**config.mk**
```make
export PLATFORM = sky130hd
export DESIGN_NAME = hci_command_event_engine_top_flat
export DESIGN_NICKNAME = d
export VERILOG_FILES = /design/src/hw/rtl/hcice_pkg.sv /design/src/hw/rtl/hcice_if.sv /design/src/hw/rtl/hci_command_event_engine_top.sv /design/src/hw/rtl/hcice_front.sv /design/src/hw/rtl/hcice_queue.sv /design/src/hw/rtl/hcice_back.sv /design/src/flat_wrapper.sv
export SDC_FILE = /design/constraint.sdc
export NUM_CORES = 1
export LEC_CHECK = 0
export ABC_AREA = 1
export BUFFER_PORTS_ARGS = -buffer_cell sky130_fd_sc_hd__buf_2
export CAP_MARGIN = 10
export CORE_MARGIN = 2
export CORE_UTILIZATION = 41
export CTS_CLUSTER_DIAMETER = 100
export DETAILED_ROUTE_END_ITERATION = 6
export GPL_TIMING_DRIVEN = 0
export HOLD_SLACK_MARGIN = 0.05
export PLACE_DENSITY_LB_ADDON = 0.3
export SYNTH_ARGS = -nofsm -noshare
export SYNTH_HDL_FRONTEND = slang
export SYNTH_SLANG_ARGS = --single-unit
```
**constraint.sdc**
```tcl
create_clock -name clk -period 2.9 [get_ports clk]
set_input_delay 0.145 -clock clk [delete_from_list [all_inputs] [get_ports clk]]
set_output_delay 0.145 -clock clk [all_outputs]
set_load 0.01 [all_outputs]
```
**src/hw/rtl/hcice_pkg.sv**
```systemverilog
// ----------------------------------------------------------------------------
// hcice_pkg
// Shared codes, job record and parser phases for the HCI command/event engine.
// ----------------------------------------------------------------------------
package hcice_pkg;

  localparam logic [1:0] MODE_START   = 2'd0;
  localparam logic [1:0] MODE_PAYLOAD = 2'd1;
  localparam logic [1:0] MODE_RX      = 2'd2;

  localparam logic [1:0] KIND_TX   = 2'd0;
  localparam logic [1:0] KIND_RET  = 2'd1;
  localparam logic [1:0] KIND_DONE = 2'd2;

  localparam logic [7:0] PKT_COMMAND  = 8'h01;
  localparam logic [7:0] PKT_EVENT    = 8'h04;
  localparam logic [7:0] EVT_COMPLETE = 8'h0E;
  localparam logic [7:0] EVT_STATUS   = 8'h0F;
  localparam logic [7:0] CS_LEN       = 8'h04;

  localparam logic [3:0] ST_OK          = 4'd0;
  localparam logic [3:0] ST_BAD_TYPE    = 4'd1;
  localparam logic [3:0] ST_CS_LEN      = 4'd2;
  localparam logic [3:0] ST_CS_STATUS   = 4'd3;
  localparam logic [3:0] ST_CS_NUM      = 4'd4;
  localparam logic [3:0] ST_CS_OPL      = 4'd5;
  localparam logic [3:0] ST_CS_OPH      = 4'd6;
  localparam logic [3:0] ST_CC_LEN      = 4'd7;
  localparam logic [3:0] ST_CC_NUM      = 4'd8;
  localparam logic [3:0] ST_CC_OPL      = 4'd9;
  localparam logic [3:0] ST_CC_OPH      = 4'd10;
  localparam logic [3:0] ST_CC_STATUS   = 4'd11;
  localparam logic [3:0] ST_BAD_EVENT   = 4'd12;

  localparam int QDEPTH = 4;
  localparam int QAW    = $clog2(QDEPTH);

  // Work handed from the front to the back; each op expands to 1..4 results.
  typedef enum logic [2:0] {
    JOB_HDR     = 3'd0,
    JOB_TX      = 3'd1,
    JOB_RET     = 3'd2,
    JOB_RET_FIN = 3'd3,
    JOB_FIN     = 3'd4
  } job_op_t;

  typedef struct packed {
    job_op_t    op;
    logic [7:0] b0;
    logic [7:0] b1;
    logic [7:0] b2;
    logic [3:0] code;
  } job_t;

  typedef enum logic [14:0] {
    PH_IDLE   = 15'b000000000000001,
    PH_SEND   = 15'b000000000000010,
    PH_TYPE   = 15'b000000000000100,
    PH_CODE   = 15'b000000000001000,
    PH_S_LEN  = 15'b000000000010000,
    PH_S_STAT = 15'b000000000100000,
    PH_S_NUM  = 15'b000000001000000,
    PH_S_OPL  = 15'b000000010000000,
    PH_S_OPH  = 15'b000000100000000,
    PH_C_LEN  = 15'b000001000000000,
    PH_C_NUM  = 15'b000010000000000,
    PH_C_OPL  = 15'b000100000000000,
    PH_C_OPH  = 15'b001000000000000,
    PH_C_STAT = 15'b010000000000000,
    PH_C_RET  = 15'b100000000000000
  } phase_t;

endpackage

```
**src/hw/rtl/hcice_if.sv**
```systemverilog
// ----------------------------------------------------------------------------
// hcice_if
// Valid/ready channels for requests into and results out of the engine.
// ----------------------------------------------------------------------------
interface hcice_req_if;
  logic       valid;
  logic       ready;
  logic [1:0] mode;
  logic [15:0] opcode;
  logic [7:0] param_len;
  logic [7:0] return_len;
  logic [7:0] data_byte;

  modport source (output valid, mode, opcode, param_len, return_len, data_byte,
                  input ready);
  modport sink   (input valid, mode, opcode, param_len, return_len, data_byte,
                  output ready);
endinterface

interface hcice_res_if;
  logic       valid;
  logic       ready;
  logic [1:0] kind;
  logic [7:0] out_byte;
  logic [3:0] status_code;
  logic       last;

  modport source (output valid, kind, out_byte, status_code, last, input ready);
  modport sink   (input valid, kind, out_byte, status_code, last, output ready);
endinterface

```
**src/hw/rtl/hci_command_event_engine_top.sv**
```systemverilog
// ----------------------------------------------------------------------------
// hci_command_event_engine_top
// HCI command framer and Command Status / Command Complete reply checker.
// ----------------------------------------------------------------------------
// One request is taken per cycle while the four-entry job queue has room.
// Its first result, if any, goes through the job queue, then the output register.
// Payload bytes, return bytes and bytes that end a command each give one result.
// Other received bytes give none. These stream at one per cycle unless stalled.
// A start request gives four transmit bytes. The final return byte gives the
// byte plus the finish result. These leave the single output register one per
// cycle while it is not stalled, so a start holds the output for all four bytes
// and the queue absorbs the requests behind it.
// Received bytes while idle or while payload is still owed are dropped.
module hci_command_event_engine_top (
  input  logic        clk,
  input  logic        rst,
  hcice_req_if.sink   req,
  hcice_res_if.source res
);
  import hcice_pkg::*;

  logic  job_valid, job_ready;
  job_t  job;
  logic  head_valid, pop;
  job_t  head_job;

  hcice_front u_front (
    .clk       (clk),
    .rst       (rst),
    .req       (req),
    .job_valid (job_valid),
    .job       (job),
    .job_ready (job_ready)
  );

  hcice_queue u_queue (
    .clk        (clk),
    .rst        (rst),
    .push       (job_valid),
    .push_job   (job),
    .push_ready (job_ready),
    .head_valid (head_valid),
    .head_job   (head_job),
    .pop        (pop)
  );

  hcice_back u_back (
    .clk        (clk),
    .rst        (rst),
    .head_valid (head_valid),
    .head_job   (head_job),
    .pop        (pop),
    .res        (res)
  );

endmodule

```
**src/hw/rtl/hcice_front.sv**
```systemverilog
// ----------------------------------------------------------------------------
// hcice_front
// Accepts requests, tracks framing and event-parse phase, issues jobs.
// ----------------------------------------------------------------------------
module hcice_front (
  input  logic             clk,
  input  logic             rst,
  hcice_req_if.sink        req,
  output logic             job_valid,
  output hcice_pkg::job_t  job,
  input  logic             job_ready
);
  import hcice_pkg::*;

  phase_t      phase, phase_next;
  logic [15:0] saved_opcode, saved_opcode_next;
  logic [7:0]  payload_left, payload_left_next;
  logic [7:0]  expected_return, expected_return_next;
  logic [7:0]  return_left, return_left_next;

  logic       accept;
  logic [7:0] b;
  logic [7:0] lo, hi;
  logic [7:0] pl_dec, rl_dec;
  logic       cc_len_ok;

  assign req.ready = job_ready;
  assign accept    = req.valid && req.ready;
  assign b         = req.data_byte;
  assign lo        = saved_opcode[7:0];
  assign hi        = saved_opcode[15:8];
  assign pl_dec    = payload_left - 8'd1;
  assign rl_dec    = return_left - 8'd1;
  assign cc_len_ok = {1'b0, b} == ({1'b0, CS_LEN} + {1'b0, expected_return});

  always_comb begin
    phase_next           = phase;
    saved_opcode_next    = saved_opcode;
    payload_left_next    = payload_left;
    expected_return_next = expected_return;
    return_left_next     = return_left;
    job_valid            = 1'b0;
    job                  = '{op: JOB_FIN, b0: 8'd0, b1: 8'd0, b2: 8'd0, code: ST_OK};
    if (accept) begin
      unique case (req.mode)
        MODE_START: begin
          saved_opcode_next    = req.opcode;
          payload_left_next    = req.param_len;
          expected_return_next = req.return_len;
          return_left_next     = 8'd0;
          job_valid            = 1'b1;
          job.op               = JOB_HDR;
          job.b0               = req.opcode[7:0];
          job.b1               = req.opcode[15:8];
          job.b2               = req.param_len;
          phase_next           = (req.param_len != 8'd0) ? PH_SEND : PH_TYPE;
        end
        MODE_PAYLOAD: begin
          if (phase == PH_SEND) begin
            job_valid         = 1'b1;
            job.op            = JOB_TX;
            job.b0            = b;
            payload_left_next = pl_dec;
            if (pl_dec == 8'd0) phase_next = PH_TYPE;
          end
        end
        MODE_RX: begin
          unique case (phase)
            PH_TYPE: begin
              if (b != PKT_EVENT) begin
                job_valid = 1'b1; job.code = ST_BAD_TYPE; phase_next = PH_IDLE;
              end else phase_next = PH_CODE;
            end
            PH_CODE: begin
              if (b == EVT_STATUS) phase_next = PH_S_LEN;
              else if (b == EVT_COMPLETE) phase_next = PH_C_LEN;
              else begin
                job_valid = 1'b1; job.code = ST_BAD_EVENT; phase_next = PH_IDLE;
              end
            end
            PH_S_LEN: begin
              if (b != CS_LEN) begin
                job_valid = 1'b1; job.code = ST_CS_LEN; phase_next = PH_IDLE;
              end else phase_next = PH_S_STAT;
            end
            PH_S_STAT: begin
              if (b != 8'd0) begin
                job_valid = 1'b1; job.code = ST_CS_STATUS; phase_next = PH_IDLE;
              end else phase_next = PH_S_NUM;
            end
            PH_S_NUM: begin
              if (b == 8'd0) begin
                job_valid = 1'b1; job.code = ST_CS_NUM; phase_next = PH_IDLE;
              end else phase_next = PH_S_OPL;
            end
            PH_S_OPL: begin
              if (b != lo) begin
                job_valid = 1'b1; job.code = ST_CS_OPL; phase_next = PH_IDLE;
              end else phase_next = PH_S_OPH;
            end
            PH_S_OPH: begin
              job_valid  = 1'b1;
              job.code   = (b != hi) ? ST_CS_OPH : ST_OK;
              phase_next = PH_IDLE;
            end
            PH_C_LEN: begin
              if (!cc_len_ok) begin
                job_valid = 1'b1; job.code = ST_CC_LEN; phase_next = PH_IDLE;
              end else phase_next = PH_C_NUM;
            end
            PH_C_NUM: begin
              if (b == 8'd0) begin
                job_valid = 1'b1; job.code = ST_CC_NUM; phase_next = PH_IDLE;
              end else phase_next = PH_C_OPL;
            end
            PH_C_OPL: begin
              if (b != lo) begin
                job_valid = 1'b1; job.code = ST_CC_OPL; phase_next = PH_IDLE;
              end else phase_next = PH_C_OPH;
            end
            PH_C_OPH: begin
              if (b != hi) begin
                job_valid = 1'b1; job.code = ST_CC_OPH; phase_next = PH_IDLE;
              end else phase_next = PH_C_STAT;
            end
            PH_C_STAT: begin
              if (b != 8'd0) begin
                job_valid = 1'b1; job.code = ST_CC_STATUS; phase_next = PH_IDLE;
              end else if (expected_return == 8'd0) begin
                job_valid = 1'b1; job.code = ST_OK; phase_next = PH_IDLE;
              end else begin
                return_left_next = expected_return;
                phase_next       = PH_C_RET;
              end
            end
            PH_C_RET: begin
              job_valid        = 1'b1;
              job.b0           = b;
              return_left_next = rl_dec;
              if (rl_dec == 8'd0) begin
                job.op     = JOB_RET_FIN;
                phase_next = PH_IDLE;
              end else job.op = JOB_RET;
            end
            default: ;
          endcase
        end
        default: ;
      endcase
    end
  end

  always_ff @(posedge clk) begin
    if (rst) begin
      phase           <= PH_IDLE;
      saved_opcode    <= '0;
      payload_left    <= '0;
      expected_return <= '0;
      return_left     <= '0;
    end else begin
      phase           <= phase_next;
      saved_opcode    <= saved_opcode_next;
      payload_left    <= payload_left_next;
      expected_return <= expected_return_next;
      return_left     <= return_left_next;
    end
  end

endmodule

```
**src/hw/rtl/hcice_queue.sv**
```systemverilog
// ----------------------------------------------------------------------------
// hcice_queue
// Small job FIFO between front and back.
// ----------------------------------------------------------------------------
module hcice_queue (
  input  logic             clk,
  input  logic             rst,
  input  logic             push,
  input  hcice_pkg::job_t  push_job,
  output logic             push_ready,
  output logic             head_valid,
  output hcice_pkg::job_t  head_job,
  input  logic             pop
);
  import hcice_pkg::*;

  job_t           mem [QDEPTH];
  logic [QAW-1:0] wr_ptr, rd_ptr;
  logic [QAW:0]   count;
  logic           do_push, do_pop;

  assign push_ready = count != (QAW+1)'(QDEPTH);
  assign head_valid = count != '0;
  assign head_job   = mem[rd_ptr];
  assign do_push    = push && push_ready;
  assign do_pop     = pop && head_valid;

  always_ff @(posedge clk) begin
    if (do_push) mem[wr_ptr] <= push_job;
  end

  always_ff @(posedge clk) begin
    if (rst) begin
      wr_ptr <= '0;
      rd_ptr <= '0;
      count  <= '0;
    end else begin
      if (do_push) wr_ptr <= wr_ptr + 1'b1;
      if (do_pop)  rd_ptr <= rd_ptr + 1'b1;
      count <= count + (QAW+1)'(do_push) - (QAW+1)'(do_pop);
    end
  end

endmodule

```
**src/hw/rtl/hcice_back.sv**
```systemverilog
// ----------------------------------------------------------------------------
// hcice_back
// Expands queued jobs into result items through one output register.
// ----------------------------------------------------------------------------
module hcice_back (
  input  logic             clk,
  input  logic             rst,
  input  logic             head_valid,
  input  hcice_pkg::job_t  head_job,
  output logic             pop,
  hcice_res_if.source      res
);
  import hcice_pkg::*;

  logic [1:0] cnt;
  logic [1:0] n_last;
  logic       load, take, is_last;
  logic [1:0] kind_c;
  logic [7:0] byte_c;
  logic [3:0] code_c;

  always_comb begin
    kind_c = KIND_TX;
    byte_c = 8'd0;
    code_c = ST_OK;
    n_last = 2'd0;
    case (head_job.op)
      JOB_HDR: begin
        n_last = 2'd3;
        case (cnt)
          2'd0:    byte_c = PKT_COMMAND;
          2'd1:    byte_c = head_job.b0;
          2'd2:    byte_c = head_job.b1;
          default: byte_c = head_job.b2;
        endcase
      end
      JOB_TX: byte_c = head_job.b0;
      JOB_RET: begin
        kind_c = KIND_RET;
        byte_c = head_job.b0;
      end
      JOB_RET_FIN: begin
        n_last = 2'd1;
        if (cnt == 2'd0) begin
          kind_c = KIND_RET;
          byte_c = head_job.b0;
        end else kind_c = KIND_DONE;
      end
      default: begin
        kind_c = KIND_DONE;
        code_c = head_job.code;
      end
    endcase
  end

  assign is_last = cnt == n_last;
  assign load    = !res.valid || res.ready;
  assign take    = load && head_valid;
  assign pop     = take && is_last;

  always_ff @(posedge clk) begin
    if (rst) begin
      res.valid <= 1'b0;
      cnt       <= '0;
    end else begin
      if (load) res.valid <= head_valid;
      if (take) cnt <= is_last ? 2'd0 : cnt + 2'd1;
    end
  end

  always_ff @(posedge clk) begin
    if (take) begin
      res.kind        <= kind_c;
      res.out_byte    <= byte_c;
      res.status_code <= code_c;
      res.last        <= is_last;
    end
  end

  // mid-job counter only for multi-result jobs, and only while a head job is present
  a_cnt_head: assert property (@(posedge clk) disable iff (rst)
    cnt != 2'd0 |-> head_valid && (head_job.op == JOB_HDR || head_job.op == JOB_RET_FIN))
    else $error("result counter advanced on a single-result job");
  a_cnt_range: assert property (@(posedge clk) disable iff (rst)
    cnt > 2'd1 |-> head_job.op == JOB_HDR)
    else $error("counter beyond job length");
  a_done_last: assert property (@(posedge clk) disable iff (rst)
    res.valid && res.kind == KIND_DONE |-> res.last)
    else $error("finish result not marked last");
  a_pop_last: assert property (@(posedge clk) disable iff (rst)
    pop |=> res.valid && res.last)
    else $error("job retired without a last result");

endmodule

```
**src/flat_wrapper.sv**
```systemverilog
// flat-port wrapper written by rule: the top's interface ports become plain ports
module hci_command_event_engine_top_flat import hcice_pkg::*;
  (clk, rst, req_valid, req_mode, req_opcode, req_param_len, req_return_len, req_data_byte, req_ready, res_valid, res_kind, res_out_byte, res_status_code, res_last, res_ready);
  hcice_req_if req_i ();
  hcice_res_if res_i ();
  input  logic clk;
  input  logic rst;
  input wire logic [$bits(req_i.valid)-1:0] req_valid;
  input wire logic [$bits(req_i.mode)-1:0] req_mode;
  input wire logic [$bits(req_i.opcode)-1:0] req_opcode;
  input wire logic [$bits(req_i.param_len)-1:0] req_param_len;
  input wire logic [$bits(req_i.return_len)-1:0] req_return_len;
  input wire logic [$bits(req_i.data_byte)-1:0] req_data_byte;
  output wire logic [$bits(req_i.ready)-1:0] req_ready;
  output wire logic [$bits(res_i.valid)-1:0] res_valid;
  output wire logic [$bits(res_i.kind)-1:0] res_kind;
  output wire logic [$bits(res_i.out_byte)-1:0] res_out_byte;
  output wire logic [$bits(res_i.status_code)-1:0] res_status_code;
  output wire logic [$bits(res_i.last)-1:0] res_last;
  input wire logic [$bits(res_i.ready)-1:0] res_ready;
  assign req_i.valid = req_valid;
  assign req_i.mode = req_mode;
  assign req_i.opcode = req_opcode;
  assign req_i.param_len = req_param_len;
  assign req_i.return_len = req_return_len;
  assign req_i.data_byte = req_data_byte;
  assign req_ready = req_i.ready;
  assign res_valid = res_i.valid;
  assign res_kind = res_i.kind;
  assign res_out_byte = res_i.out_byte;
  assign res_status_code = res_i.status_code;
  assign res_last = res_i.last;
  assign res_i.ready = res_ready;
  hci_command_event_engine_top u_core (.clk(clk), .rst(rst), .req(req_i), .res(res_i));
endmodule
```
; ---- Word-level counts from Yosys, hierarchy flattened
; Memory sizes are Yosys's and may differ from the RTL's. A register that Yosys moved wholly into a read port is not among the register bits.
; Cells that the tools add are included.
[totals]
output_inout_bits = 17
elab_cells = 161
input_bits = 46
mem_bits_rw = 124
n_memories = 1
ff_bits = 80
[classes]
eq_ne = 36
n_reduce_logical = 31
add_sub_neg = 8
n_mux = 71
[memory_table]
columns = memory, words, word_bits, rd, rd_clocked_by_memory_dff, write_ports, line_no
row1 = u_core.u_queue.mem, 4, 31, 1, 1, 1, hcice_queue.sv:17  ; job_t mem [QDEPTH];
[op_table]
columns = op, count
row1 = $pmux 15 s13, 1
row2 = $mux 15, 5
row3 = $pmux 4 s12, 1
row4 = $pmux 8 s2, 3
row5 = $pmux 8 s3, 2
row6 = $pmux 15 s3, 1
row7 = $mux 8, 5
row8 = $mux 11, 3
row9 = $pmux 11 s3, 1
row10 = $logic_not 8->1, 4
row11 = $mux 4, 8
row12 = $mux 31, 1
row13 = $mux 10, 2
row14 = $eq 8x4->1 const B, 2
row15 = $mux 1, 16
row16 = $mux 16, 1
row17 = $ne 8x8->1, 2
row18 = $reduce_bool 8->1, 2
row19 = $sub 8x1->8 const B, 2
row20 = $eq 15x10->1 const B, 1
row21 = $eq 15x11->1 const B, 1
row22 = $eq 15x12->1 const B, 1
row23 = $eq 15x13->1 const B, 1
row24 = $eq 15x14->1 const B, 1
row25 = other kinds (49), 79

; ---- Depth between registers and ports, before layout
; Gate-level depths: netlist of the first run.
[depth]
word_depth = 9
ltp_mapped = 22

; ---- Modules after synthesis
; Synthesis of the first run repeated with hierarchy kept, for this count alone.
[unflattened]
cells_unflattened = 1272
area_unflattened_um2 = 10664.0
[modules_own_cells]
columns = module, cells_per_inst, n_inst, area_per_inst_um2
row1 = hcice_queue, 365, 1, 5129.9
row2 = hcice_front, 785, 1, 4503.1
row3 = hcice_back, 122, 1, 1031.0

; ---- Worst setup path before layout of the first run
; OpenSTA, ideal clock, no wires.
[synth_timing]
kind = register to register
from = register u_core.u_queue.count[1]
to = register u_core.u_queue.count[2]
setup_slack_ps = 75
stages_incl_launch_ff = 13
period_less_slack_ps = 2825
arrival_time_ps = 2755
n_path_buf = 0
required_ps = 2830
setup_time_ps = 70
path_cell_list = dfxtp_1 inv_1 a21oi_1 nand2_2 inv_1 ha_1 inv_1 ha_1 inv_1 fa_1 inv_1 o21ai_0 a21oi_1
[synth_via]
word_cells_on_any_way = 10
cone_classes = 2 x add/sub / 1 x eq/ne / 1 x mux / 6 x reduce/logical
[synth_rtl]
columns = element, line_no
row1 = start: declaration, hcice_queue.sv:19  ; logic [QAW:0] count;
row2 = start signal: assignment, hcice_queue.sv:40  ; count <= count + (QAW+1)'(do_push) - (QAW+1)'(do_pop);
row3 = $reduce_bool 3->1, hcice_queue.sv:23  ; assign head_valid = count != '0;
row4 = $logic_and 1x1->1, hcice_back.sv:58  ; assign take = load && head_valid;
row5 = named net u_core.u_back.take, hcice_back.sv:17  ; logic load, take, is_last;
row6 = $logic_and 1x1->1, hcice_back.sv:59  ; assign pop = take && is_last;
row7 = $logic_and 1x1->1, hcice_queue.sv:26  ; assign do_pop = pop && head_valid;
row8 = named net u_core.u_queue.do_pop, hcice_queue.sv:20  ; logic do_push, do_pop;
row9 = $sub 3x1->3, hcice_queue.sv:40
; The timed path passes the listed nets, and every way through them passes these cells.
; A chain may end at the register's enable or synchronous reset.

; ---- Worst setup path in the final report of the first run
[layout_timing]
from = register u_core.u_front.phase[12]
to = register u_core.u_queue.count[1]
[layout_via]
elab_chain_len = 8
word_cells_on_any_way = 25
cone_classes = 2 x add/sub / 14 x eq/ne / 4 x mux / 5 x reduce/logical
[layout_rtl]
columns = element, line_no
row1 = start: declaration, hcice_front.sv:15  ; phase_t phase, phase_next;
row2 = start signal: assignment, hcice_front.sv:161  ; phase <= phase_next;
row3 = "$eq 15x15->1, or another cell as far along", hcice_front.sv:68  ; unique case (phase)
row4 = $reduce_or 2->1 (no source line), --
row5 = $pmux 1 s9, hcice_front.sv:68
row6 = $pmux 1 s3 *, hcice_front.sv:45  ; unique case (req.mode)
row7 = $mux 1 *, hcice_front.sv:44  ; if (accept) begin
row8 = $logic_and 1x1->1 *, hcice_queue.sv:25  ; assign do_push = push && push_ready;
row9 = $add 3x1->3 *, hcice_queue.sv:40
row10 = $sub 3x1->3 *, hcice_queue.sv:40
; Every way passes the cells marked *; elsewhere a longest branch is shown, timed or not.

==> results.md, run 1 <==
| Result | Value |
|:---|:---|
| Cell area after synthesis | 10,300 sq um |
| Ratio of cells with drive above 1 in the final layout | 20.4% |
| Count of maximum capacitance violations | 0 |
| Clock root cell | clkbuf_16 |
| Standard cell core area | 24,500 sq um |
| Half-perimeter wire length after detailed placement | 19,500 um |
| Number of antenna diodes | 0 |
| Sequential cell area fraction in the yosys report | 53.6% |
| Die Area | 26,400 sq um |
| IO buf count | 58 |
| Vias in the first global route | 8,259 |
| First-pass DRT Iterations | 5 |
| Number of distinct library cells after synthesis | 52 |
| Outcome | completed |
| Remaining antenna violation count after routing | 0 |
| H-tree levels | 1 |
| Number of primary I/O pins | 63 |
| Synthesized net count | 1,215 |
| Setup slack of the critical path after layout | 0.103 ns |
| Largest fanout of any net on the critical path | 6 |
| Nature of the critical path startpoint | flop |
| Total negative setup slack | 0 ns |
| TritonCTS Sinks | 206 |
| Source of the worst hold timing path | req_data_byte[6] |
| Routed vias | 8,624 |
| Clock tree from TritonCTS | done |
| Detailed-route wire length per cell | 17.2 um |
| Slowest stage cell, crit path | fa_2 |
| Series of cell instances along the critical path | nor2_4 > nand2_4 > nor2_4 > buf_6 > buf_6 > nand3_2 > nor2_2 > nor2_1 > nand2_1 > nor2_1 > nand3_1 > nand2_1 > nand2_2 > nand2_4 > ha_4 > inv_2 > ha_4 > inv_2 > fa_2 > nor2_1 |
| Number of synthesized register bits | 206 |
| Final routed DRC violation total | 0 |
| Share of synthesized registers carrying an async set or reset | 0% |
| Global-route total usage across every layer | 21.4% |
| Maximum clock skew at final layout | 0.00758 ns |
| Critical path endpoint category | flop |
| Number of antenna violations at the first check in global routing | 0 |
| Worst hold endpoint | u_core.u_queue.mem[0][26] |
| Highest cell delay on the worst timing path | 0.56 ns |
| Required time reported for the critical path endpoint | 3.26 ns |
| Post-detailed-route via-to-cell ratio | 5.24 |
| Worst skew pair latency | 0.50 ns |
| Starting utilization of the core area | 42.1% |
| Number of endpoints with negative hold slack in the final report | 0 |
| Signed area change from the synthesized netlist to the final layout | 24.8% |
| Data arrival time at the worst-slack endpoint | 3.15 ns |
| End of the worst register-to-register path | u_core.u_queue.count[1] |
| Main synth FF type | edfxtp_1 |
| Tightest Hold Check Type | primary input to flop |
| Final period util | 96.4% |
| Post-Synthesis Mean Instance Area | 8.97 sq um |
| Reg2reg path depth | 20 |
| GRT overflow | 0 |
| TritonCTS Buffers | 23 |
| Power density relative to cell area | 728 nW/um^2 |
| Reg-to-reg critical path startpoint | u_core.u_front.phase[12] |
| Setup-failing EPs final | 0 |
| Largest voltage drop on the vdd net | 0.465 mV |
| Leakage component of the power | 5.08 nW |
| Number of enable-type register cells in the synthesized netlist | 139 |
| Pin count of the biggest net entering global routing | 27 |
| Count of synthesis-stage warnings from yosys | 0 |
| Worst-case register-to-register setup slack | 0.10 ns |
| Highest Clock Rate | 358 MHz |
| Number of nets at the end of the flow | 1,374 |
| Width of the die | 162 um |
| Final routed wirelength across all metal layers | 28,300 um |
| Wire length of the first global-routing pass | 44,300 um |
| Synth Instances | 1,147 |
| Routability congestion estimate | 0.964 |
| Type of the worst setup path | flop to flop |
| Slew of the pin with the lowest slew margin | 0.795 ns |
| Rel. slew slack | 47.0% |
| Buffer levels on the longest clock path | 3 |
| Number of cells traversed by the worst hold path | 3 |
| Die outline height | 162 um |
| Max Slew Vio Count | 0 |
| Clock-pin slew on the worst setup and hold paths | 0.06 ns |
| Site row count | 57 |
| Worst slack, placed | -0.313 ns |
| Drt first-iter violations | 591 |
| Clock period minus final worst setup slack | 2.80 ns |
| Most repeated library cell on the critical path | nor2_1 |
layer usage:
metal	up-vias	wire [um]	track usage (%)
li1	4200	-	-
met1	4086	11900	28.3
met2	290	13900	37.5
met3	48	1740	2.39
met4	0	672	5.71
met5	-	0	0
registers in the layout (all words and copies together) (netlist names), 3 cells and up, named ones only:
register                        cells
u_core.u_front.phase               15
u_core.u_back.res.status_code       4
u_core.u_back.res.out_byte          8
u_core.u_front.saved_opcode        16
u_core.u_front.payload_left         8
u_core.u_queue.count                3
u_core.u_queue.mem                124
u_core.u_front.return_left          8
u_core.u_front.expected_return      8
what timing repair did:
action | 4_1_cts | 5_1_grt
endpoints found under the setup margin | 2 | 63
pin swaps | 18 | 37
setup buffers | 22 | 15
resized for setup | 22 | 72
endpoints found under the hold margin | 33 | 0
gates cloned | 1 | 0
hold buffers | 33 | 0
cells in the mapped netlist, types with 2 or more instances:
cell	n	area [sq um]
nor3b_1	2	15.0
nor2_8	2	40.0
ha_1	21	263
o221ai_1	7	61.3
buf_2	5	25.0
dfxtp_1	67	1340
edfxtp_1	139	4170
o21ai_1	4	20.0
o22ai_1	25	156
nor2_4	5	56.3
a31oi_1	4	25.0
buf_6	6	67.6
o211ai_1	9	67.6
xnor2_1	20	175
nor3_2	2	20.0
nor3_1	7	35.0
clkbuf_1	29	109
nand3b_1	2	15.0
nand2_2	18	113
nand3_1	73	365
nand2_4	3	33.8
nand2_1	194	728
nor2_1	151	567
buf_1	3	11.3
a211oi_1	2	15.0
nor2_2	12	75.1
a21oi_1	61	305
clkinv_1	4	15.0
nand4_1	14	87.6
nand3_2	5	50.1
inv_1	112	420
nor4_1	9	56.3
buf_4	2	15.0
inv_2	11	41.3
o21ai_0	86	430
xor2_1	15	131
stage by stage:
| stage | hold WS (ns) | power [mW] | cells | utilization [%] | area [sq um] |
|---|---|---|---|---|---|
| final | 0.188 | 9.34 | 1646 | 52.5 | 12800 |
| after global routing | 0.190 | 9.85 | 1646 | 52.5 | 12800 |
| after CTS | 0.162 | 9.14 | 1631 | 51.1 | 12500 |
| after floorplan | 0.306 | 5.18 | 1147 | - | 10300 |
| after global placement | 0.436 | 5.87 | 1529 | 44.9 | 11000 |
| after detailed placement | 0.439 | 5.94 | 1534 | 45.5 | 11100 |
cell usage in the layout, fill, tap and decap left out, types with 4 or more instances in the layout:
cell and count:
a21oi_1 60, inv_1 107, ha_1 17, o21ai_0 84, buf_2 63, clkinv_2 7
xor2_1 15, bufinv_16 5, clkbuf_1 33, dfxtp_1 54, nand3_4 5, dlygate4sd3_1 33
xnor2_1 20, nor3_1 6, ha_4 4, nand3_2 7, buf_4 37, clkbuf_16 23
o211ai_1 9, edfxtp_1 139, nor2_1 138, nand2_2 20, o22ai_1 25, o21ai_1 6
nor2_2 14, clkinv_1 5, nor4_1 9, nand2_4 10, inv_2 13, a31oi_1 4
nor2_4 16, o221ai_1 7, nand2_1 185, nand3_1 66, buf_6 7, dfxtp_2 11
nand4_1 14
cell families (layout without fill, tap and decap cells):
logic type	count (synthesis)	in the layout	synth area share [%]
AO/OA/AOI/OAI	205	205	11.1
AND/OR/NAND/NOR	504	504	22.5
XOR/XNOR	36	36	3.14
flip-flops	206	206	53.6
adder cells (fa/ha/maj)	22	22	2.75
buffers and inverters	174	349	6.95
power breakdown:
group	internal (mW)	switching, mW	leakage [nW]
clock	1.90	1.17	0.388
combinational	0.987	1.72	2.84
sequential	3.44	0.123	1.85
critical path, delay by kind of cell, from the launching register on:
family	cells	cell delay, ns
AND/OR/NAND/NOR	13	1.06
buffers and inverters	4	0.37
adder cells (fa/ha/maj)	3	0.90
flip-flops	1	0.34
worst max-delay path by stage:
stage | startpoint | to | depth (start not counted)
after floorplan | u_core.u_queue.count[1] | u_core.u_queue.count[2] | 12
after global placement | u_core.u_queue.count[1] | u_core.u_queue.count[2] | 12
after detailed placement | u_core.u_front.expected_return[2] | u_core.u_queue.count[2] | 20
after CTS | flop | u_core.u_queue.count[2] | 22
after global routing | u_core.u_front.phase[8] | u_core.u_queue.count[1] | 20
final | u_core.u_front.phase[12] | u_core.u_queue.count[1] | 20
layout make-up:
class | instances | area, sq um
clock buffers | 27 | 591
flip-flops and latches | 206 | 5540
well taps | 324 | 405
plain buffers | 45 | 231
inverters | 129 | 505
fillers | 2201 | 11600
clock inverters | 14 | 200
repair buffers | 134 | 1030
multi-input cells | 767 | 4340
Note: power is estimated with default switching activity, not from simulation.
==> run 2: changes to the inputs <==
SKIP_CTS_REPAIR_TIMING = 1   (was default)
SYNTH_HIERARCHICAL = 1   (was default)
==> run 2 against run 1 <==
The run now ends with negative setup slack left. Sequential power fell by 4%. Maximum frequency is 4.0% lower. Combinational power fell by 38%. Largest cell class unchanged. Critical endpoint is now u_core/u_queue/count[1]. Final cell count grew 8.3%. First-iteration DRC count increased by 10%. Largest power group unchanged. Wire length up 0.83%. Highest routed layer unchanged.
==> results.md, run 2 <==
| Result | Value | Change |
|:---|:---|:---|
| Die outline height | 165 um | was 162 um |
| Number of endpoints with negative hold slack in the final report | 0 | unchanged |
| Outcome | finished, violations left | was completed |
| Total negative setup slack | -0.0121 ns | was 0 ns |
| Number of distinct library cells after synthesis | 43 | was 52 |
| Clock period minus final worst setup slack | 2.91 ns | was 2.80 ns |
| Power density relative to cell area | 596 nW/um^2 | was 728 nW/um^2 |
| Reg-to-reg critical path startpoint | u_core/u_front/phase[2] | was u_core.u_front.phase[12] |
| Most common cell in the synthesized netlist | nand2_1 | unchanged |
| Width of the die | 165 um | was 162 um |
| Series of cell instances along the critical path | nor2_4 > nand2_4 > nor2_8 > buf_8 > nand3b_1 > nand3_2 > nor2_4 > nand3_2 > nand2_1 > inv_1 > nand2_2 > a21oi_4 > nand2_4 > ha_4 > inv_2 > ha_4 > inv_2 > fa_2 > nor2_1 | was nor2_4 > nand2_4 > nor2_4 > buf_6 > buf_6 > nand3_2 > nor2_2 > nor2_1 > nand2_1 > nor2_1 > nand3_1 > nand2_1 > nand2_2 > nand2_4 > ha_4 > inv_2 > ha_4 > inv_2 > fa_2 > nor2_1 |
| Commonest cells after routing, fill and taps aside | nand2_1 (236), nor2_1 (204), inv_1 (144), edfxtp_1 (139) | was nand2_1 (185), edfxtp_1 (139), nor2_1 (138), inv_1 (107), o21ai_0 (84) |
| Drt first-iter violations | 653 | was 591 |
| Sequential cell area fraction in the yosys report | 51.7% | was 53.6% |
| Synthesized net count | 1,340 | was 1,215 |
| TritonCTS Sinks | 206 | unchanged |
| Pin count of the biggest net entering global routing | 28 | was 27 |
| Half-perimeter wire length after detailed placement | 20,000 um | was 19,500 um |
| Worst skew pair latency | 0.53 ns | was 0.50 ns |
| Largest cells by area after synthesis | edfxtp_1 (39%), dfxtp_1 (13%), nand2_1 (8.4%), nor2_1 (7.8%), inv_1 (5.3%) | was edfxtp_1 (41%), dfxtp_1 (13%), nand2_1 (7.1%), nor2_1 (5.5%), o21ai_0 (4.2%) |
| Number of nets at the end of the flow | 1,498 | was 1,374 |
| GRT overflow | 0 | unchanged |
| Number of synthesized register bits | 206 | unchanged |
| Cell area after synthesis | 10,700 sq um | was 10,300 sq um |
| Register ranked first by flip-flop count | u_core/u_queue/mem | was u_core.u_queue.mem |
| Largest registers | u_core/u_queue/mem x124, u_core/u_front/saved_opcode x16, u_core/u_front/phase x15 | was u_core.u_queue.mem x124, u_core.u_front.saved_opcode x16, u_core.u_front.phase x15 |
| Slew of the pin with the lowest slew margin | 0.745 ns | was 0.795 ns |
| Final routed wirelength across all metal layers | 28,500 um | was 28,300 um |
| TritonCTS Buffers | 23 | unchanged |
| Most area-hungry cell type in the Yosys netlist | edfxtp_1 | unchanged |
| Global-route total usage across every layer | 20.5% | was 21.4% |
| Total power | 7.87 mW | was 9.34 mW |
| Routed vias | 9,167 | was 8,624 |
| Slowest stage cell, crit path | fa_2 | unchanged |
| Required time reported for the critical path endpoint | 3.31 ns | was 3.26 ns |
| Origin of the worst setup path | u_core/u_front/phase[2] | was u_core.u_front.phase[12] |
| Critical path endpoint category | flop | unchanged |
| Leading cell type in the layout, fill and taps excluded | nand2_1 | unchanged |
| Die Area | 27,300 sq um | was 26,400 sq um |
| Vias in the first global route | 8,298 | was 8,259 |
| Count of synthesis-stage warnings from yosys | 6 | was 0 |
| Source of the worst hold timing path | req_opcode[4] | was req_data_byte[6] |
| Signed area change from the synthesized netlist to the final layout | 23.7% | was 24.8% |
| Setup-failing EPs final | 1 | was 0 |
| Clock root cell | clkbuf_16 | unchanged |
| Commonest cells in the synthesized netlist | nand2_1 (239), nor2_1 (222), inv_1 (151) | was nand2_1 (194), nor2_1 (151), edfxtp_1 (139) |
| Ratio of cells with drive above 1 in the final layout | 20.0% | was 20.4% |
| Number of primary I/O pins | 63 | unchanged |
| Synth Instances | 1,272 | was 1,147 |
| Site row count | 59 | was 57 |
| Leakage component of the power | 5.66 nW | was 5.08 nW |
| Number of enable-type register cells in the synthesized netlist | 139 | unchanged |
| First-pass DRT Iterations | 6 | was 5 |
| Tightest Hold Check Type | primary input to flop | unchanged |
| Post-detailed-route via-to-cell ratio | 5.14 | was 5.24 |
| Type of the worst setup path | flop to flop | unchanged |
| Max Slew Vio Count | 0 | unchanged |
| Main synth FF type | edfxtp_1 | unchanged |
| Maximum clock skew at final layout | 0.0115 ns | was 0.00758 ns |
| IO buf count | 61 | was 58 |
| Setup slack of the critical path after layout | -0.0121 ns | was 0.103 ns |
| Remaining antenna violation count after routing | 0 | unchanged |
| Number of antenna violations at the first check in global routing | 1 | was 0 |
| Final period util | 100% | was 96.4% |
| Share of synthesized registers carrying an async set or reset | 0% | unchanged |
| Routability congestion estimate | 0.955 | was 0.964 |
| Final worst hold slack | 0.00534 ns | was 0.188 ns |
| RSZ-0062 raised after global routing | yes |  |
| Violated checks | negative setup slack |  |
| Count of maximum capacitance violations | 0 | unchanged |
| Buffer levels on the longest clock path | 3 | unchanged |
| Nature of the critical path startpoint | flop | unchanged |
| Data arrival time at the worst-slack endpoint | 3.32 ns | was 3.15 ns |
| Clock tree from TritonCTS | done | unchanged |
| Number of flip-flops under the largest register name | 124 | unchanged |
| Standard cell core area | 25,800 sq um | was 24,500 sq um |
| Largest voltage drop on the vdd net | 0.455 mV | was 0.465 mV |
| Wire length of the first global-routing pass | 43,600 um | was 44,300 um |
| Post-Synthesis Mean Instance Area | 8.38 sq um | was 8.97 sq um |
| Starting utilization of the core area | 41.4% | was 42.1% |
| Fraction of synthesized cell area taken by the top area cell type | 39.1% | was 40.5% |
| Highest Clock Rate | 343 MHz | was 358 MHz |
| Largest fanout of any net on the critical path | 5 | was 6 |
| H-tree levels | 1 | unchanged |
| Rel. slew slack | 49.8% | was 47.0% |
| Detailed-route wire length per cell | 16.0 um | was 17.2 um |
| Number of fill cells | 2,342 | was 2,201 |
| Number of antenna diodes | 0 | unchanged |
| Final routed DRC violation total | 0 | unchanged |
| Clock-pin slew on the worst setup and hold paths | 0.06 ns | about the same |
| Highest cell delay on the worst timing path | 0.51 ns | was 0.56 ns |
## run 2: stage by stage
stage / cells / util (%) / cell area [sq um] / setup WS, ns
after global routing: 1782 / 51.2 / 13200 / -0.128
after floorplan: 1272 / - / 10700 / -0.0358
after detailed placement: 1672 / 44.7 / 11500 / -0.782
after global placement: 1668 / 44.3 / 11400 / -1.30
after CTS: 1714 / 47.4 / 12200 / -0.809
final: 1782 / 51.2 / 13200 / -0.0121
## run 2: report_power, final
group | total (mW) | switching [mW] | internal (mW)
clock | 2.74 | 1.18 | 1.56
sequential | 3.44 | 0.105 | 3.33
combinational | 1.69 | 1.04 | 0.652
## run 2: worst max-delay path: cells and delay by family (launching register included)
family                   cells  cell delay [ns]
adder cells (fa/ha/maj)      3             0.85
buffers and inverters        4             0.30
AO/OA/AOI/OAI                1             0.24
flip-flops                   1             0.35
AND/OR/NAND/NOR             11             1.05
## run 2: cells by family after synthesis
| logic type | after synthesis | synth area share [%] |
|---|---|---|
| buffers and inverters | 200 | 8.35 |
| AOI/OAI and AO/OA | 233 | 11.9 |
| xor gates and xnor gates | 13 | 1.07 |
| DFF | 206 | 51.7 |
| adders and majority gates | 22 | 2.65 |
| and+or+nand+nor | 598 | 24.4 |
## run 2: path summary, 6_finish.rpt
check | endpoint | slack, ns | cells past startpoint
worst max-delay path | u_core/u_queue/count[1] | -0.01 | 19
worst min-delay path | u_core/u_front/saved_opcode[4] | 0.005 | 5
worst max register to register | u_core/u_queue/count[1] | -0.01 | 19
worst min register to register | u_core/u_front/saved_opcode[9] | 0.48 | 2
## run 2: final cells by class
cell class / instances / area (sq um) / area share [%]
plain buffers: 38 / 302 / 2.29
clock buffers: 26 / 587 / 4.45
clock inverters: 16 / 126 / 0.958
inverters: 160 / 617 / 4.68
multi-input cells: 866 / 4610 / 35.0
flip-flops and latches: 206 / 5540 / 42.0
well taps: 335 / 419 / 3.18
repair buffers: 135 / 995 / 7.54
## run 2: routing by layer
layer  share of wire (%)  wire length [um]  track usage, %
met1                  44             12500            27.2
met2                  47             13400            34.3
met3                 5.7              1630            2.80
met4                 3.6              1020            7.55
met5                   0                 0               0
==> run 3: changes to the inputs <==
CORE_UTILIZATION = 31   (was 41)
==> run 3 against run 2 <==
The flow still finishes with violations (negative setup slack). First-iteration DRC count shrank 4.0%. Combinational power decreased by 5%. Non-clock buffer count shrank 12. Clock power rose by 11%. Critical path depth unchanged.
==> results.md, run 3 (synthesized netlist as in run 2, its figures left out) <==
| Result | Value | Change |
|:---|:---|:---|
| Number of primary I/O pins | 63 | unchanged |
| Leakage component of the power | 5.63 nW | was 5.66 nW |
| Reg2reg path depth | 19 | unchanged |
| Power density relative to cell area | 611 nW/um^2 | was 596 nW/um^2 |
| Highest Clock Rate | 336 MHz | was 343 MHz |
| Post-Layout Cell Count | 1,883 | was 1,782 |
| Max Slew Vio Count | 0 | unchanged |
| Die outline height | 189 um | was 165 um |
| Starting utilization of the core area | 31.6% | was 41.4% |
| Worst skew pair latency | 0.53 ns | about the same |
| Number of flip-flops under the largest register name | 124 | unchanged |
| Fraction of power consumed by combinational cells | 19.8% | was 21.5% |
| Worst-case register-to-register setup slack | -0.08 ns | was -0.01 ns |
| Data arrival time at the worst-slack endpoint | 3.39 ns | was 3.32 ns |
| Number of nets at the end of the flow | 1,487 | was 1,498 |
| Number of cells traversed by the worst hold path | 5 | unchanged |
| Final design utilization | 39.3% | was 51.2% |
| Width of the die | 189 um | was 165 um |
| Reg-to-reg critical path startpoint | u_core/u_front/phase[9] | was u_core/u_front/phase[2] |
| TritonCTS Buffers | 24 | was 23 |
| GRT overflow | 0 | unchanged |
| Remaining antenna violation count after routing | 0 | unchanged |
| Number of cells after detailed placement | 1,785 | was 1,672 |
| Drt first-iter violations | 627 | was 653 |
| Final routed DRC violation total | 0 | unchanged |
| Number of fill cells | 3,408 | was 2,342 |
| Register ranked first by flip-flop count | u_core/u_queue/mem | unchanged |
| Clock network power share | 37.7% | was 34.8% |
| Critical path endpoint category | flop | unchanged |
| Outcome | finished, violations left | unchanged |
| Setup slack of the critical path after layout | -0.0783 ns | was -0.0121 ns |
| Int Pwr | 5.80 mW | was 5.54 mW |
| Vias in the first global route | 8,475 | was 8,298 |
| RSZ-0062 raised after global routing | yes | unchanged |
| Met2 wire length | 14,300 um | was 13,400 um |
| Violated checks | negative setup slack | unchanged |
| Commonest cells after routing, fill and taps aside | nand2_1 (234), nor2_1 (211), inv_1 (146), edfxtp_1 (139) | was nand2_1 (236), nor2_1 (204), inv_1 (144), edfxtp_1 (139) |
| Fraction of power spent switching nets | 28.4% | was 29.5% |
| Largest registers | u_core/u_queue/mem x124, u_core/u_front/saved_opcode x16, u_core/u_front/phase x15 | unchanged |
| Global-route total usage across every layer | 16.3% | was 20.5% |
| Slowest stage cell, crit path | fa_2 | unchanged |
| Maximum clock skew at final layout | 0.0228 ns | was 0.0115 ns |
| Setup-failing EPs final | 2 | was 1 |
| Total routed wire length on the met1 layer | 13,400 um | was 12,500 um |
| Count of maximum capacitance violations | 0 | unchanged |
| Post-route cell area | 13,300 sq um | was 13,200 sq um |
| H-tree levels | 1 | unchanged |
| Number of antenna violations at the first check in global routing | 0 | was 1 |
| Met3 layer wire length in the routed design | 1280 um | was 1630 um |
| Share of power burned in registers | 42.5% | was 43.7% |
| Clock-pin slew on the worst setup and hold paths | 0.06 ns | about the same |
| Wire length of the first global-routing pass | 45,900 um | was 43,600 um |
| IO buf count | 61 | unchanged |
| Leading cell type in the layout, fill and taps excluded | nand2_1 | unchanged |
| Number of antenna diodes | 0 | unchanged |
| Total power | 8.10 mW | was 7.87 mW |
| Routed vias | 9,056 | was 9,167 |
| Total negative setup slack | -0.125 ns | was -0.0121 ns |
| Worst hold endpoint | u_core/u_front/saved_opcode[3] | was u_core/u_front/saved_opcode[4] |
| Most repeated library cell on the critical path | nor2_1 |  |
| Clock root cell | clkbuf_16 | unchanged |
| Switching power of the nets | 2.30 mW | was 2.32 mW |
| First-pass DRT Iterations | 7 | was 6 |
| Final period util | 103% | was 100% |
| Number of endpoints with negative hold slack in the final report | 0 | unchanged |
| Slew of the pin with the lowest slew margin | 0.775 ns | was 0.745 ns |
| Routability congestion estimate | 0.906 | was 0.955 |
| Standard cell core area | 33,700 sq um | was 25,800 sq um |
| Buffer levels on the longest clock path | 3 | unchanged |
| Source of the worst hold timing path | req_opcode[3] | was req_opcode[4] |
| DP Area | 11,700 sq um | was 11,500 sq um |
| Largest fanout of any net on the critical path | 5 | unchanged |
| Type of the worst setup path | flop to flop | unchanged |
| Signed area change from the synthesized netlist to the final layout | 24.3% | was 23.7% |
| Half-perimeter wire length after detailed placement | 21,500 um | was 20,000 um |
| Clock tree from TritonCTS | done | unchanged |
| Ratio of cells with drive above 1 in the final layout | 18.3% | was 20.0% |
| Detailed-route wire length per cell | 15.8 um | was 16.0 um |
| Series of cell instances along the critical path | nor2_4 > nand2_4 > nor2_4 > buf_6 > nand3b_1 > nor2_2 > nor2_1 > nand2_1 > nor2_1 > nand2_1 > nand2_2 > a21oi_4 > nand2_4 > ha_4 > inv_2 > ha_4 > inv_2 > fa_2 > nor2_1 | was nor2_4 > nand2_4 > nor2_8 > buf_8 > nand3b_1 > nand3_2 > nor2_4 > nand3_2 > nand2_1 > inv_1 > nand2_2 > a21oi_4 > nand2_4 > ha_4 > inv_2 > ha_4 > inv_2 > fa_2 > nor2_1 |
| Pin count of the biggest net entering global routing | 26 | was 28 |
| Nature of the critical path startpoint | flop | unchanged |
| Final routed wirelength across all metal layers | 29,700 um | was 28,500 um |
| Top routing layer in use | met4 | unchanged |
| Site row count | 67 | was 59 |
| Post-detailed-route via-to-cell ratio | 4.81 | was 5.14 |
| Rel. slew slack | 48.4% | was 49.8% |
| Largest voltage drop on the vdd net | 0.410 mV | was 0.455 mV |
| Required time reported for the critical path endpoint | 3.31 ns | about the same |
| Highest cell delay on the worst timing path | 0.51 ns | about the same |
| End of the worst register-to-register path | u_core/u_queue/count[1] | unchanged |
| TritonCTS Sinks | 206 | unchanged |
| Clock period minus final worst setup slack | 2.98 ns | was 2.91 ns |
| Tightest Hold Check Type | primary input to flop | unchanged |
| Die Area | 35,900 sq um | was 27,300 sq um |
run 3: cell count changes in the layout (fill, tap and decap cells not counted), moves of 3 or more:
cell / delta
nor2_1: +7
clkinv_2: -3
clkinvlp_4: -3
o21ai_1: +3
buf_8: -3
buf_4: -13
bufinv_16: +3
nor2_2: -5
run 3: layout make-up:
cell class / instances / area, sq um / share of cell area [%]
Multi-Input combinational cell: 866 / 4550 / 34.3
Clock inverter: 14 / 181 / 1.37
Timing Repair Buffer: 123 / 926 / 6.99
Clock buffer: 28 / 616 / 4.65
Inverter: 160 / 614 / 4.64
Buffer: 38 / 278 / 2.10
Tap cell: 448 / 561 / 4.23
Sequential cell: 206 / 5530 / 41.7
run 3: worst max-delay path: cells and delay by family (launching register included):
| family | cells | cell delay (ns) |
|---|---|---|
| AOI/OAI and AO/OA | 1 | 0.24 |
| adders and majority gates | 3 | 0.86 |
| buffers and inverters | 3 | 0.25 |
| DFF | 1 | 0.36 |
| and+or+nand+nor | 12 | 1.17 |
run 3: power by group through the flow:
stage	sequential (mW)	combinational (mW)	clock, mW
after global routing	3.46	1.79	3.25
final	3.44	1.60	3.05
after CTS	3.43	1.41	3.12
after floorplan	3.51	0.962	0
after detailed placement	3.49	1.41	0
after global placement	3.49	1.39	0
run 3: per-stage QoR:
step                hold WS (ns)  worst slack, ns
floorplan                  0.212          -0.0358
global placement           0.427            -1.34
detailed placement         0.437           -0.738
CTS                       -0.114           -0.748
global route              0.0524           -0.268
finish                    0.0327          -0.0783
run 3: worst max path at each step:
stage                                        from                         to  depth (start not counted)
final                     u_core/u_front/phase[9]    u_core/u_queue/count[1]                         19
after floorplan           u_core/u_front/phase[7]   u_core/u_queue/mem[0][0]                         14
after detailed placement  u_core/u_front/phase[2]    u_core/u_queue/count[2]                         18
after CTS                 u_core/u_front/phase[4]    u_core/u_queue/count[2]                         18
after global placement    u_core/u_front/phase[2]  u_core/u_queue/mem[2][24]                         14
after global routing      u_core/u_front/phase[9]    u_core/u_queue/count[2]                         20
run 3: layer usage:
metal  up-vias  global-route usage [%]
met4         0                    4.03
met1      4245                    21.8
li1       4523                       -
met5         -                       0
met3        57                    2.21
met2       231                    27.6
